$ cat src/hdl/rau_pkg.sv
// ----------------------------------------------------------------------------
// rau_pkg
// Shared types and constants of the rational arithmetic unit: operation codes,
// controller states, datapath step codes, command and status structs.
// ----------------------------------------------------------------------------
package rau_pkg;

  localparam int RES_W       = 32;
  localparam int OUT_BITS    = 2 + 3 * RES_W;
  localparam int OUT_TDATA_W = ((OUT_BITS + 7) / 8) * 8;

  typedef enum logic [1:0] {
    FN_ADD,
    FN_SUB,
    FN_MUL,
    FN_DIV
  } func_t;

  typedef enum logic [1:0] {
    S_IDLE,
    S_ISSUE,
    S_WAIT,
    S_EMIT
  } state_t;

  // datapath micro-steps
  typedef enum logic [4:0] {
    ST_NX,   // nx = xw * xd + xn
    ST_NY,   // ny = yw * yd + yn
    ST_GD,   // g = gcd(xd, yd)
    ST_XQ,   // xq = xd / g
    ST_YQ,   // yq = yd / g
    ST_AX,   // mag = nx * yq
    ST_AY,   // rem = ny * xq
    ST_SUM,  // mag = signed combination of mag and rem
    ST_DA,   // den = yd * xq
    ST_MM,   // mag = nx * ny
    ST_MD,   // den = xd * yd
    ST_DM,   // mag = nx * yd
    ST_DD,   // den = ny * xd
    ST_RG,   // g = gcd(mag, den)
    ST_RM,   // mag = mag / g
    ST_RD,   // den = den / g
    ST_RQ    // mag, rem = mag / den, mag % den
  } step_t;

  typedef enum logic [1:0] {
    EM_MUL,
    EM_DIV,
    EM_GCD,
    EM_SUM
  } emode_t;

  typedef struct packed {
    logic  load;
    logic  start;
    step_t step;
    logic  emit;
    logic  zero;
  } cmd_t;

  typedef struct packed {
    logic  done;
    logic  zero;
    logic  out_busy;
    func_t func;
  } status_t;

endpackage

$ cat src/hdl/rau_ctrl.sv
// ----------------------------------------------------------------------------
// rau_ctrl
// Sequencer: accepts an item, walks the datapath through its micro-steps and
// hands the finished result to the output register.
// ----------------------------------------------------------------------------
module rau_ctrl (
  input  logic             clk,
  input  logic             rst,
  input  logic             s_tvalid,
  output logic             s_tready,
  input  rau_pkg::status_t status,
  output rau_pkg::cmd_t    cmd
);

  rau_pkg::state_t state, state_next;
  rau_pkg::step_t  step, step_next, step_seq;
  logic            zero_r, zero_next;

  always_ff @(posedge clk) begin
    if (rst) begin
      state  <= rau_pkg::S_IDLE;
      step   <= rau_pkg::ST_NX;
      zero_r <= 1'b0;
    end else begin
      state  <= state_next;
      step   <= step_next;
      zero_r <= zero_next;
    end
  end

  always_comb begin
    step_seq = rau_pkg::ST_NX;
    unique case (step)
      rau_pkg::ST_NX: step_seq = rau_pkg::ST_NY;
      rau_pkg::ST_NY: begin
        unique case (status.func)
          rau_pkg::FN_MUL: step_seq = rau_pkg::ST_MM;
          rau_pkg::FN_DIV: step_seq = rau_pkg::ST_DM;
          default:         step_seq = rau_pkg::ST_GD;
        endcase
      end
      rau_pkg::ST_GD:  step_seq = rau_pkg::ST_XQ;
      rau_pkg::ST_XQ:  step_seq = rau_pkg::ST_YQ;
      rau_pkg::ST_YQ:  step_seq = rau_pkg::ST_AX;
      rau_pkg::ST_AX:  step_seq = rau_pkg::ST_AY;
      rau_pkg::ST_AY:  step_seq = rau_pkg::ST_SUM;
      rau_pkg::ST_SUM: step_seq = rau_pkg::ST_DA;
      rau_pkg::ST_DA:  step_seq = rau_pkg::ST_RG;
      rau_pkg::ST_MM:  step_seq = rau_pkg::ST_MD;
      rau_pkg::ST_MD:  step_seq = rau_pkg::ST_RG;
      rau_pkg::ST_DM:  step_seq = rau_pkg::ST_DD;
      rau_pkg::ST_DD:  step_seq = rau_pkg::ST_RG;
      rau_pkg::ST_RG:  step_seq = rau_pkg::ST_RM;
      rau_pkg::ST_RM:  step_seq = rau_pkg::ST_RD;
      rau_pkg::ST_RD:  step_seq = rau_pkg::ST_RQ;
      default:         step_seq = rau_pkg::ST_NX;
    endcase
  end

  always_comb begin
    state_next = state;
    step_next  = step;
    zero_next  = zero_r;
    cmd        = '0;
    s_tready   = 1'b0;
    unique case (state)
      rau_pkg::S_IDLE: begin
        s_tready = 1'b1;
        if (s_tvalid) begin
          cmd.load   = 1'b1;
          step_next  = rau_pkg::ST_NX;
          zero_next  = 1'b0;
          state_next = rau_pkg::S_ISSUE;
        end
      end
      rau_pkg::S_ISSUE: begin
        // zero magnitude or divide by zero: skip the reduction
        if (step == rau_pkg::ST_RG && status.zero) begin
          zero_next  = 1'b1;
          state_next = rau_pkg::S_EMIT;
        end else begin
          cmd.start  = 1'b1;
          cmd.step   = step;
          state_next = rau_pkg::S_WAIT;
        end
      end
      rau_pkg::S_WAIT: begin
        if (status.done) begin
          if (step == rau_pkg::ST_RQ) begin
            state_next = rau_pkg::S_EMIT;
          end else begin
            step_next  = step_seq;
            state_next = rau_pkg::S_ISSUE;
          end
        end
      end
      rau_pkg::S_EMIT: begin
        cmd.zero = zero_r;
        if (!status.out_busy) begin
          cmd.emit   = 1'b1;
          state_next = rau_pkg::S_IDLE;
        end
      end
      default: state_next = rau_pkg::S_IDLE;
    endcase
  end

endmodule

$ cat src/hdl/rau_dp.sv
// ----------------------------------------------------------------------------
// rau_dp
// Datapath: operand registers, one shared bit-serial engine (shift-add
// multiply, restoring divide, binary gcd) and the output register.
// ----------------------------------------------------------------------------
module rau_dp #(
  parameter int P = 16
) (
  input  logic                      clk,
  input  logic                      rst,
  input  rau_pkg::cmd_t             cmd,
  output rau_pkg::status_t          status,
  input  logic [1:0]                func,
  input  logic                      x_neg,
  input  logic [P-1:0]              x_whole,
  input  logic [P-1:0]              x_num,
  input  logic [P-1:0]              x_den,
  input  logic                      y_neg,
  input  logic [P-1:0]              y_whole,
  input  logic [P-1:0]              y_num,
  input  logic [P-1:0]              y_den,
  input  logic                      m_tready,
  output logic                      out_valid,
  output logic                      r_neg,
  output logic [rau_pkg::RES_W-1:0] r_whole,
  output logic [rau_pkg::RES_W-1:0] r_num,
  output logic [rau_pkg::RES_W-1:0] r_den,
  output logic                      overflow
);

  localparam int N  = 2 * P + 1;
  localparam int W  = 4 * P + 2;
  localparam int CW = $clog2(W + 1);
  localparam int RW = rau_pkg::RES_W;

  typedef enum logic [1:0] {G_TWO, G_RED, G_BACK} gph_t;

  rau_pkg::func_t  func_r;
  logic            xs, ys, neg;
  logic [P-1:0]    xw, xn, xd, yw, yn, yd, xq, yq;
  logic [N-1:0]    nx, ny;
  logic [W-1:0]    g, mag, den, rem;

  rau_pkg::emode_t mode, sm;
  rau_pkg::step_t  wstep;
  gph_t            gph;
  logic            run, done;
  logic [W-1:0]    ea, eb, ec, ia, ib, ic;
  logic [CW-1:0]   ecnt, ek;

  logic            xs_e, ys_e, ysg, sum_neg, neg_f, ovf, bad;
  logic [W-1:0]    sum_mag;
  logic [W:0]      div_t, div_d;
  logic            div_ge;

  assign xs_e = xs & (nx != '0);
  assign ys_e = ys & (ny != '0);
  assign ysg  = ys_e ^ (func_r == rau_pkg::FN_SUB);

  always_comb begin
    if (xs_e == ysg) begin
      sum_mag = mag + rem;
      sum_neg = xs_e;
    end else if (mag >= rem) begin
      sum_mag = mag - rem;
      sum_neg = xs_e;
    end else begin
      sum_mag = rem - mag;
      sum_neg = ysg;
    end
  end

  assign div_t  = {ec, ea[W-1]};
  assign div_ge = div_t >= {1'b0, eb};
  assign div_d  = div_t - {1'b0, eb};

  // engine set-up per step
  always_comb begin
    sm = rau_pkg::EM_MUL;
    ia = '0;
    ib = '0;
    ic = '0;
    unique case (cmd.step)
      rau_pkg::ST_NX: begin ia = W'(xw); ib = W'(xd); ic = W'(xn); end
      rau_pkg::ST_NY: begin ia = W'(yw); ib = W'(yd); ic = W'(yn); end
      rau_pkg::ST_GD: begin sm = rau_pkg::EM_GCD; ia = W'(xd); ib = W'(yd); end
      rau_pkg::ST_XQ: begin sm = rau_pkg::EM_DIV; ia = W'(xd); ib = g; end
      rau_pkg::ST_YQ: begin sm = rau_pkg::EM_DIV; ia = W'(yd); ib = g; end
      rau_pkg::ST_AX: begin ia = W'(nx); ib = W'(yq); end
      rau_pkg::ST_AY: begin ia = W'(ny); ib = W'(xq); end
      rau_pkg::ST_SUM: sm = rau_pkg::EM_SUM;
      rau_pkg::ST_DA: begin ia = W'(yd); ib = W'(xq); end
      rau_pkg::ST_MM: begin ia = W'(nx); ib = W'(ny); end
      rau_pkg::ST_MD: begin ia = W'(xd); ib = W'(yd); end
      rau_pkg::ST_DM: begin ia = W'(nx); ib = W'(yd); end
      rau_pkg::ST_DD: begin ia = W'(ny); ib = W'(xd); end
      rau_pkg::ST_RG: begin sm = rau_pkg::EM_GCD; ia = mag; ib = den; end
      rau_pkg::ST_RM: begin sm = rau_pkg::EM_DIV; ia = mag; ib = g; end
      rau_pkg::ST_RD: begin sm = rau_pkg::EM_DIV; ia = den; ib = g; end
      rau_pkg::ST_RQ: begin sm = rau_pkg::EM_DIV; ia = mag; ib = den; end
      default: sm = rau_pkg::EM_SUM;
    endcase
  end

  // shared engine
  always_ff @(posedge clk) begin
    if (rst) begin
      run  <= 1'b0;
      done <= 1'b0;
    end else begin
      if (cmd.start) begin
        mode  <= sm;
        wstep <= cmd.step;
        ea    <= ia;
        eb    <= ib;
        ec    <= ic;
        ecnt  <= '0;
        ek    <= '0;
        gph   <= G_TWO;
        run   <= (sm != rau_pkg::EM_SUM);
        done  <= (sm == rau_pkg::EM_SUM);
      end else if (run) begin
        unique case (mode)
          rau_pkg::EM_MUL: begin
            if (eb == '0) begin
              run  <= 1'b0;
              done <= 1'b1;
            end else begin
              done <= 1'b0;
              if (eb[0]) ec <= ec + ea;
              ea <= ea << 1;
              eb <= eb >> 1;
            end
          end
          rau_pkg::EM_DIV: begin
            ec   <= div_ge ? div_d[W-1:0] : div_t[W-1:0];
            ea   <= {ea[W-2:0], div_ge};
            ecnt <= ecnt + 1'b1;
            if (ecnt == CW'(W - 1)) begin
              run  <= 1'b0;
              done <= 1'b1;
            end else begin
              done <= 1'b0;
            end
          end
          rau_pkg::EM_GCD: begin
            unique case (gph)
              G_TWO: begin
                done <= 1'b0;
                if (!ea[0] && !eb[0]) begin
                  ea <= ea >> 1;
                  eb <= eb >> 1;
                  ek <= ek + 1'b1;
                end else begin
                  gph <= G_RED;
                end
              end
              G_RED: begin
                done <= 1'b0;
                priority if (ea == '0) gph <= G_BACK;
                else if (!ea[0])       ea <= ea >> 1;
                else if (!eb[0])       eb <= eb >> 1;
                else if (ea >= eb)     ea <= ea - eb;
                else                   eb <= eb - ea;
              end
              default: begin
                if (ek == '0) begin
                  run  <= 1'b0;
                  done <= 1'b1;
                end else begin
                  done <= 1'b0;
                  eb <= eb << 1;
                  ek <= ek - 1'b1;
                end
              end
            endcase
          end
          default: begin
            run  <= 1'b0;
            done <= 1'b0;
          end
        endcase
      end else begin
        done <= 1'b0;
      end
    end
  end

  // operand capture and write-back
  always_ff @(posedge clk) begin
    if (cmd.load) begin
      func_r <= rau_pkg::func_t'(func);
      xs     <= x_neg;
      ys     <= y_neg;
      xd     <= (x_den == '0) ? P'(1) : x_den;
      xw     <= (x_den == '0) ? '0 : x_whole;
      xn     <= (x_den == '0) ? '0 : x_num;
      yd     <= (y_den == '0) ? P'(1) : y_den;
      yw     <= (y_den == '0) ? '0 : y_whole;
      yn     <= (y_den == '0) ? '0 : y_num;
    end
    if (done) begin
      unique case (wstep)
        rau_pkg::ST_NX:  nx  <= ec[N-1:0];
        rau_pkg::ST_NY:  ny  <= ec[N-1:0];
        rau_pkg::ST_GD:  g   <= eb;
        rau_pkg::ST_XQ:  xq  <= ea[P-1:0];
        rau_pkg::ST_YQ:  yq  <= ea[P-1:0];
        rau_pkg::ST_AX:  mag <= ec;
        rau_pkg::ST_AY:  rem <= ec;
        rau_pkg::ST_SUM: begin
          mag <= sum_mag;
          neg <= sum_neg;
        end
        rau_pkg::ST_DA:  den <= ec;
        rau_pkg::ST_MM:  mag <= ec;
        rau_pkg::ST_MD:  den <= ec;
        rau_pkg::ST_DM:  mag <= ec;
        rau_pkg::ST_DD:  den <= ec;
        rau_pkg::ST_RG:  g   <= eb;
        rau_pkg::ST_RM:  mag <= ea;
        rau_pkg::ST_RD:  den <= ea;
        rau_pkg::ST_RQ: begin
          mag <= ea;
          rem <= ec;
        end
        default: ;
      endcase
    end
  end

  assign neg_f = (func_r == rau_pkg::FN_ADD || func_r == rau_pkg::FN_SUB) ? neg
                                                                        : (xs_e ^ ys_e);
  assign ovf   = (mag[W-1:RW] != '0) || (den[W-1:RW] != '0);
  assign bad   = cmd.zero || ovf;

  // output register
  always_ff @(posedge clk) begin
    if (rst) begin
      out_valid <= 1'b0;
    end else if (cmd.emit) begin
      out_valid <= 1'b1;
    end else if (m_tready) begin
      out_valid <= 1'b0;
    end
    if (cmd.emit) begin
      r_neg    <= bad ? 1'b0 : neg_f;
      r_whole  <= bad ? '0 : mag[RW-1:0];
      r_num    <= bad ? '0 : rem[RW-1:0];
      r_den    <= bad ? RW'(1) : den[RW-1:0];
      overflow <= !cmd.zero && ovf;
    end
  end

  assign status.done     = done;
  assign status.zero     = (mag == '0) || (den == '0);
  assign status.out_busy = out_valid & ~m_tready;
  assign status.func     = func_r;

endmodule

$ cat src/hdl/rational_arithmetic_unit.sv
// ----------------------------------------------------------------------------
// rational_arithmetic_unit
// Exact add, subtract, multiply and divide of signed mixed fractions, result
// reduced to lowest terms and returned as sign, whole part and proper fraction.
// ----------------------------------------------------------------------------
// One item is worked at a time through a single bit-serial engine, which
// does one shift-add per multiplier bit in a multiply, one restoring step per
// quotient bit in a divide and one shift or subtract per cycle in a gcd. Add
// and subtract take two gcds, five divides and five multiplies; multiply and
// divide take fewer steps. A new item is taken as soon as the previous result
// sits in the output register.
module rational_arithmetic_unit #(
  parameter int PART_WIDTH = 16
) (
  input  logic                            clk,
  input  logic                            rst,
  input  logic                            s_tvalid,
  output logic                            s_tready,
  // func, x_neg, x_whole, x_num, x_den, y_neg, y_whole, y_num, y_den
  input  logic [((4+6*PART_WIDTH+7)/8)*8-1:0] s_tdata,
  output logic                            m_tvalid,
  input  logic                            m_tready,
  // r_neg, r_whole, r_num, r_den, overflow
  output logic [rau_pkg::OUT_TDATA_W-1:0] m_tdata
);

  localparam int P   = PART_WIDTH;
  localparam int RW  = rau_pkg::RES_W;
  localparam int PAD = rau_pkg::OUT_TDATA_W - rau_pkg::OUT_BITS;

  rau_pkg::cmd_t    cmd;
  rau_pkg::status_t status;
  logic             r_neg, overflow;
  logic [RW-1:0]    r_whole, r_num, r_den;

  rau_ctrl u_ctrl (
    .clk      (clk),
    .rst      (rst),
    .s_tvalid (s_tvalid),
    .s_tready (s_tready),
    .status   (status),
    .cmd      (cmd)
  );

  rau_dp #(.P(P)) u_dp (
    .clk       (clk),
    .rst       (rst),
    .cmd       (cmd),
    .status    (status),
    .func      (s_tdata[1:0]),
    .x_neg     (s_tdata[2]),
    .x_whole   (s_tdata[3 +: P]),
    .x_num     (s_tdata[3+P +: P]),
    .x_den     (s_tdata[3+2*P +: P]),
    .y_neg     (s_tdata[3+3*P]),
    .y_whole   (s_tdata[4+3*P +: P]),
    .y_num     (s_tdata[4+4*P +: P]),
    .y_den     (s_tdata[4+5*P +: P]),
    .m_tready  (m_tready),
    .out_valid (m_tvalid),
    .r_neg     (r_neg),
    .r_whole   (r_whole),
    .r_num     (r_num),
    .r_den     (r_den),
    .overflow  (overflow)
  );

  assign m_tdata = {{PAD{1'b0}}, overflow, r_den, r_num, r_whole, r_neg};

  a_one_in_flight: assert property (@(posedge clk) disable iff (rst)
    s_tvalid && s_tready |=> !s_tready)
    else $error("input taken while an item is in flight");

  a_den_nonzero: assert property (@(posedge clk) disable iff (rst)
    m_tvalid |-> r_den != '0)
    else $error("zero result denominator");

  a_proper: assert property (@(posedge clk) disable iff (rst)
    m_tvalid && !overflow |-> r_num < r_den)
    else $error("result fraction not proper");

  a_ovf_clear: assert property (@(posedge clk) disable iff (rst)
    m_tvalid && overflow |-> r_whole == '0 && r_num == '0 && !r_neg && r_den == RW'(1))
    else $error("overflow result not cleared");

endmodule
$ cat config.mk
export PLATFORM = sky130hd
export DESIGN_NAME = rational_arithmetic_unit
export DESIGN_NICKNAME = d
export VERILOG_FILES = /design/src/hdl/rau_pkg.sv /design/src/hdl/rau_ctrl.sv /design/src/hdl/rau_dp.sv /design/src/hdl/rational_arithmetic_unit.sv
export SDC_FILE = /design/constraint.sdc
export NUM_CORES = 2
export LEC_CHECK = 0
export ABC_AREA = 1
export BUFFER_PORTS_ARGS = -buffer_cell sky130_fd_sc_hd__buf_2
export CAP_MARGIN = 10
export CELL_PAD_IN_SITES_DETAIL_PLACEMENT = 1
export CELL_PAD_IN_SITES_GLOBAL_PLACEMENT = 2
export CORE_ASPECT_RATIO = 0.8
export CORE_MARGIN = 5
export CORE_UTILIZATION = 37
export DETAILED_ROUTE_END_ITERATION = 8
export GPL_TIMING_DRIVEN = 0
export PLACE_DENSITY = 0.83
export SLEW_MARGIN = 20
export SYNTH_ARGS = -nofsm -noshare
export SYNTH_HDL_FRONTEND = slang
export SYNTH_SLANG_ARGS = --single-unit
$ cat constraint.sdc
create_clock -name clk -period 8.5 [get_ports clk]
set_clock_uncertainty 0.15 [all_clocks]
set_input_delay 1.7 -clock clk [delete_from_list [all_inputs] [get_ports clk]]
set_output_delay 1.7 -clock clk [all_outputs]
set_load 0.03 [all_outputs]
After elaboration in Yosys (flattened, before gate mapping)
Cells that the tools add are included.
W data, S select, Z words.
{"block": "op_classes", "add_sub_neg": 10, "magnitude_cmp": 3, "eq_ne": 80, "muxes": 88, "n_bitwise": 7, "n_reduce_logical": 81}
{"operator": "$mux W66", "count": 24}
{"operator": "$pmux W66 S2", "count": 5}
{"operator": "$pmux W66 S8", "count": 1}
{"operator": "$pmux W66 S7", "count": 1}
{"operator": "$pmux W66 S3", "count": 2}
{"operator": "$sub A66 B66 Y66", "count": 5}
{"operator": "$logic_not A66 Y1", "count": 4}
{"operator": "$add A66 B66 Y66", "count": 2}
{"operator": "$ge A66 B66 Y1", "count": 2}
{"operator": "$eq A5 B4 Y1 const B", "count": 24}
{"operator": "$pmux W5 S14", "count": 1}
{"operator": "$reduce_bool A34 Y1", "count": 2}
{"operator": "$ge A67 B66 Y1", "count": 1}
{"operator": "$reduce_bool A33 Y1", "count": 2}
{"operator": "$eq A5 B3 Y1 const B", "count": 11}
{"operator": "$mux W7", "count": 6}
{"operator": "$logic_not A16 Y1", "count": 2}
{"operator": "$pmux W16 S2", "count": 1}
{"operator": "$eq A5 B2 Y1 const B", "count": 6}
{"operator": "$mux W1", "count": 24}
{"operator": "$ne A5 B5 Y1 const B", "count": 4}
{"operator": "$reduce_and A2 Y1", "count": 10}
{"operator": "$reduce_or A2 Y1", "count": 10}
{"operator": "$mux W2", "count": 9}
{"operator": "other kinds (48)", "count": 110}
{"block": "word_totals", "ff_bits": 793, "in_bits": 108, "output_inout_bits": 106}

Depth between registers and ports, before layout
{"block": "depth", "depth_word": 10, "mapped_depth": 24, "ltp_nobuf": 22}

By module
From an unflattened synthesis, not the netlist that was laid out.
{"block": "unflattened", "hier_cells": 11941, "hier_area_um2": 77242.8}
{"module": "rau_dp", "instances": 1, "cells_per_inst": 11827, "area_each_um2": 76554.7, "seq_area_each_um2": 23542.6}
{"module": "rau_ctrl", "instances": 1, "cells_per_inst": 105, "area_each_um2": 624.3, "seq_area_each_um2": 160.2}
{"module": "rational_arithmetic_unit", "instances": 1, "cells_per_inst": 9, "area_each_um2": 63.8, "seq_area_each_um2": 0.0}

Least setup slack after synthesis
No wires, ideal clock.
{"block": "synth_path", "path_type": "input to register", "from": "in s_tvalid", "to": "reg u_dp.func_r[0] (enable)", "setup_ns": 0.560, "arrival_ns": 5.877, "t_required_ns": 7.790, "slack_ns": 1.913, "stages": 2, "n_path_buf": 0, "path_cell_list": "inv_1 nor2_1"}
{"item": "start, declared", "line": "rational_arithmetic_unit.sv:17", "rtl": "input logic s_tvalid,"}
{"item": "end signal, assigned", "line": "rau_dp.sv:192", "rtl": "func_r <= rau_pkg::func_t'(func);"}
{"item": "end, declared", "line": "rau_dp.sv:38", "rtl": "rau_pkg::func_t func_r;"}

Worst setup path after layout
{"block": "layout_path", "from": "reg u_dp.ea[65]", "to": "reg u_dp.ec[58] (data pin)"}
{"block": "layout_via", "elab_chain_cells": 5, "elab_cells_between_ends": 6, "cone_classes": "add/sub (1); order compare (1); mux (4)"}
{"item": "start, declared", "line": "rau_dp.sv:48", "rtl": "logic [W-1:0] ea, eb, ec, ia, ib, ic;"}
{"item": "start signal, assigned", "line": "rau_dp.sv:114", "rtl": "ea <= ia;"}
{"item": "start signal, assigned", "line": "rau_dp.sv:131", "rtl": "ea <= ea << 1;"}
{"item": "start signal, assigned", "line": "rau_dp.sv:137", "rtl": "ea <= {ea[W-2:0], div_ge};"}
{"item": "$sub A66 B66 Y66 / $ge A67 B66 Y1 (equally long branches)", "line": "rau_dp.sv:75, rau_dp.sv:74"}
{"item": "$mux W66 *", "line": "rau_dp.sv:136", "rtl": "ec <= div_ge ? div_d[W-1:0] : div_t[W-1:0];"}
{"item": "$pmux W66 S2 *", "line": "rau_dp.sv:123", "rtl": "unique case (mode)"}
{"item": "$mux W66 *", "line": "rau_dp.sv:122", "rtl": "end else if (run) begin"}
{"item": "$mux W66 *", "line": "rau_dp.sv:111", "rtl": "if (cmd.start) begin"}
{"item": "end signal, assigned", "line": "rau_dp.sv:116", "rtl": "ec <= ic;"}
{"item": "end signal, assigned", "line": "rau_dp.sv:130", "rtl": "if (eb[0]) ec <= ec + ea;"}
{"item": "end signal, assigned", "line": "rau_dp.sv:136"}
{"item": "end, declared", "line": "rau_dp.sv:48"}
Mark *: on every way between the ends. The rest lies on a longest branch, timed or not. The select of a mux whose other input is x is not followed.
A chain may end at the register's enable or synchronous reset.

==> impl_results.md <==
* Run status: completed
* RSZ-0062 raised after global routing: false
* Setup TNS at 0 ns
* Classification of the worst setup path: flop to flop
* Global-route wire length before repair at between 600000 and 700000 um
* Die Area at approximately 0.21 mm^2
* Share of the yosys chip area belonging to registers at a little under a third
* Post-synthesis cell type count at between 70 and 80
* Main synth FF type: edfxtp_1
* Vias in the first global route at between 80000 and 90000
* Layout cells sized above 1 at under 10%
* Layout area overhead at 11.0%
* CTS Buf Count at 90
* Max_slew headroom at 12.4%
* Clk sinks at 793
* Drt pass-1 iters at 6
* Count leader, synth: nand2_1
* CP max stage cell: edfxtp_1
* Crit. End Element: flop
* Warnings from Yosys at 0
* Fmax at about 160 MHz
* Synth Register Bits at 793
* Cell breakdown of the critical path: inv_1 > ha_1 > inv_1 > nand3_1 > nand2_1 > nand2_1 > o211ai_1 > nand2_1 > nand2_1 > nand2_1 > nand2_1 > nand3_1 > nand2_1 > nand2_1 > nand2_2 > buf_2 > nand2_1 > o21ai_0 > nand3_1 > nand2_1
* Worst Path Max Fanout at 10
* Die H at roughly 400 um
* CP max stage delay at 1.13 ns
* # setup viols final at 0
* Worst VDD drop at 0.000174 V
* Nets at 12100
* Post-synth top cells: 3281 x nand2_1, 1539 x inv_1, 1198 x nor2_1
* Mapped Area at ~0.075 mm^2
* Root Driver: clkbuf_16
* Post-route setup slack at 2.14 ns
* Via Count at between 80000 and 90000
* Row cnt at approximately 150
* CP Launch Type: flop
* Synth Instances at roughly 11000
* Slew @ Worst Pin at about 1.3 ns
* Tmin final at 6.36 ns
* Worst-path clk slew at around 0.080 ns
* Final GP Congestion at between 1 and 1.5
* Post_cts resized at 0
* Global Route Usage Sum at between 40 and 50%
* Largest net degree at the start of global routing at between 50 and 60
* Ports at 214
* Final Cycle Share at about three quarters
* Final Max Tran Viols at 0
* DR WL/cell at about 33 um
* Post-Route WL at roughly 470000 um
* HP Class: flop to flop
* Core ar. at around 0.2 mm^2
* Flop2flop setup slack at 2.14 ns
* H-Tree Depth at 3
* Leak at 37.5 nW
* Top cell by count, worst path: nand2_1
* Detailed Place HPWL at 408000 um
* Largest area contributor in the netlist: edfxtp_1
* EDFF count, synth at between 700 and 800
* Post-synthesis async set-or-reset flop share at 0%
* Die Wd at between 500 and 600 um
* Max-Cap Viols at 0
* Synth top area share at approximately a third
* Drt drc at 0
* Power Density at ~170 mW/mm^2
* Data required, critical path at around 8.9 ns
* Iter 0 DRT Violations at 10600
* Vias per cell at 5.97
* Number of buffers on the longest clock path at 3
* Hold-fix buffers, CTS at 0
* Initial antenna violation count at 20
* Mean post-synth cell area at about 6.7 um^2
* CP arrival at 6.79 ns
* Post-Place Setup Slack at 2.45 ns
* IO buf count at between 200 and 250
* Fillers at approximately 26000
* Clock latency on the worst-skew pair at a little under 0.8 ns
* Overall Power at ~14 mW
* Final Hold Fails at 0
* Grt ovf at 0
* CTS tree: yes
* Final ANT Viol Nets at 0
* Main area contributors after synthesis: edfxtp_1 31%, nand2_1 16%, ha_1 7.9%
* Initial Util at between 30% and 40%
* Post-route insts no fill at between 10000 and 15000
* Postcts setup bufs at 0
* Inst Count DP at between 10000 and 15000
critical path: cells and delay by family (launching register included):
kind	cells	cell delay [ns]
AOI/OAI and AO/OA	2	0.44
adders and majority gates	1	0.49
buffers and inverters	3	1.47
DFF	1	1.13
and+or+nand+nor	14	2.46
final timing paths:
kind,depth (start not counted),from,end
worst max register to register,20,u_dp.ea[65],u_dp.ec[58]
worst min-delay path,2,u_ctrl.zero_r,u_ctrl.zero_r
worst min register to register,2,u_ctrl.zero_r,u_ctrl.zero_r
worst max-delay path,20,u_dp.ea[65],u_dp.ec[58]
flip-flops by register name, indices dropped and copies added, names as in the netlist, 16 cells and up:
signal	count
u_dp.den	66
u_dp.ea	66
u_dp.eb	66
u_dp.ec	66
u_dp.g	66
u_dp.mag	66
u_dp.nx	33
u_dp.ny	33
u_dp.r_den	32
u_dp.r_num	32
u_dp.r_whole	32
u_dp.rem	66
u_dp.xd	16
u_dp.xn	16
u_dp.xq	16
u_dp.xw	16
u_dp.yd	16
u_dp.yn	16
u_dp.yq	16
u_dp.yw	16
per-layer routing:
layer	GRT usage (%)	vias to the layer above	part of all wire, %
li1	-	37300	-
met1	54.3	42000	39
met2	65.2	4806	42
met3	10.8	1125	11
met4	27.5	18	7.9
met5	0	-	0.024
power breakdown:
group	internal (mW)	total [mW]	switching, mW
Clock	2.32	4.16	1.85
Combinational	1.27	4.97	3.69
Sequential	4.61	5.06	0.451
kinds of logic after synthesis:
family	share of synthesized area, %
AND/OR/NAND/NOR	29.6
AO/OA/AOI/OAI	16.6
buffers and inverters	10.6
flip-flops	31.7
adder cells (fa/ha/maj)	8.09
XOR/XNOR	3.36
multiplexers	0.0402
other	0.00502
final cells by class:
class	instances	area [um^2]	share of cell area (%)
repair buffers	238	1650	1.98
multi-input cells	8416	43200	52.2
diodes	13	32.5	0.0392
inverters	1576	5920	7.14
well taps	2682	3360	4.05
clock buffers	118	2450	2.96
clock inverters	49	554	0.669
flip-flops and latches	793	23700	28.6
plain buffers	402	2010	2.42
stage by stage:
step                      hold WS, ns  instance area, um^2  utilization (%)
after floorplan                 0.304                74700                -
after global placement          0.314                79100             39.4
after detailed placement        0.347                79900             39.8
after CTS                       0.370                82900             41.3
after global routing            0.388                82900             41.3
final                           0.368                82900             41.3
cell usage in the layout, fill, tap and decap left out, types with 67 or more instances in the layout:
master     count
o21bai_1      67
nand4_1      161
clkbuf_1     185
ha_1         470
xor2_1       206
xnor2_1       81
buf_2        319
nor2_1      1191
a22oi_1       79
nand2_1     3281
edfxtp_1     782
o211ai_1      79
clkbuf_16     93
nor3_1        70
o21ai_0      721
o21ai_1      102
a21oi_1      886
nand3_1      519
inv_1       1538
No activity file was read; power rests on OpenSTA's default activity.
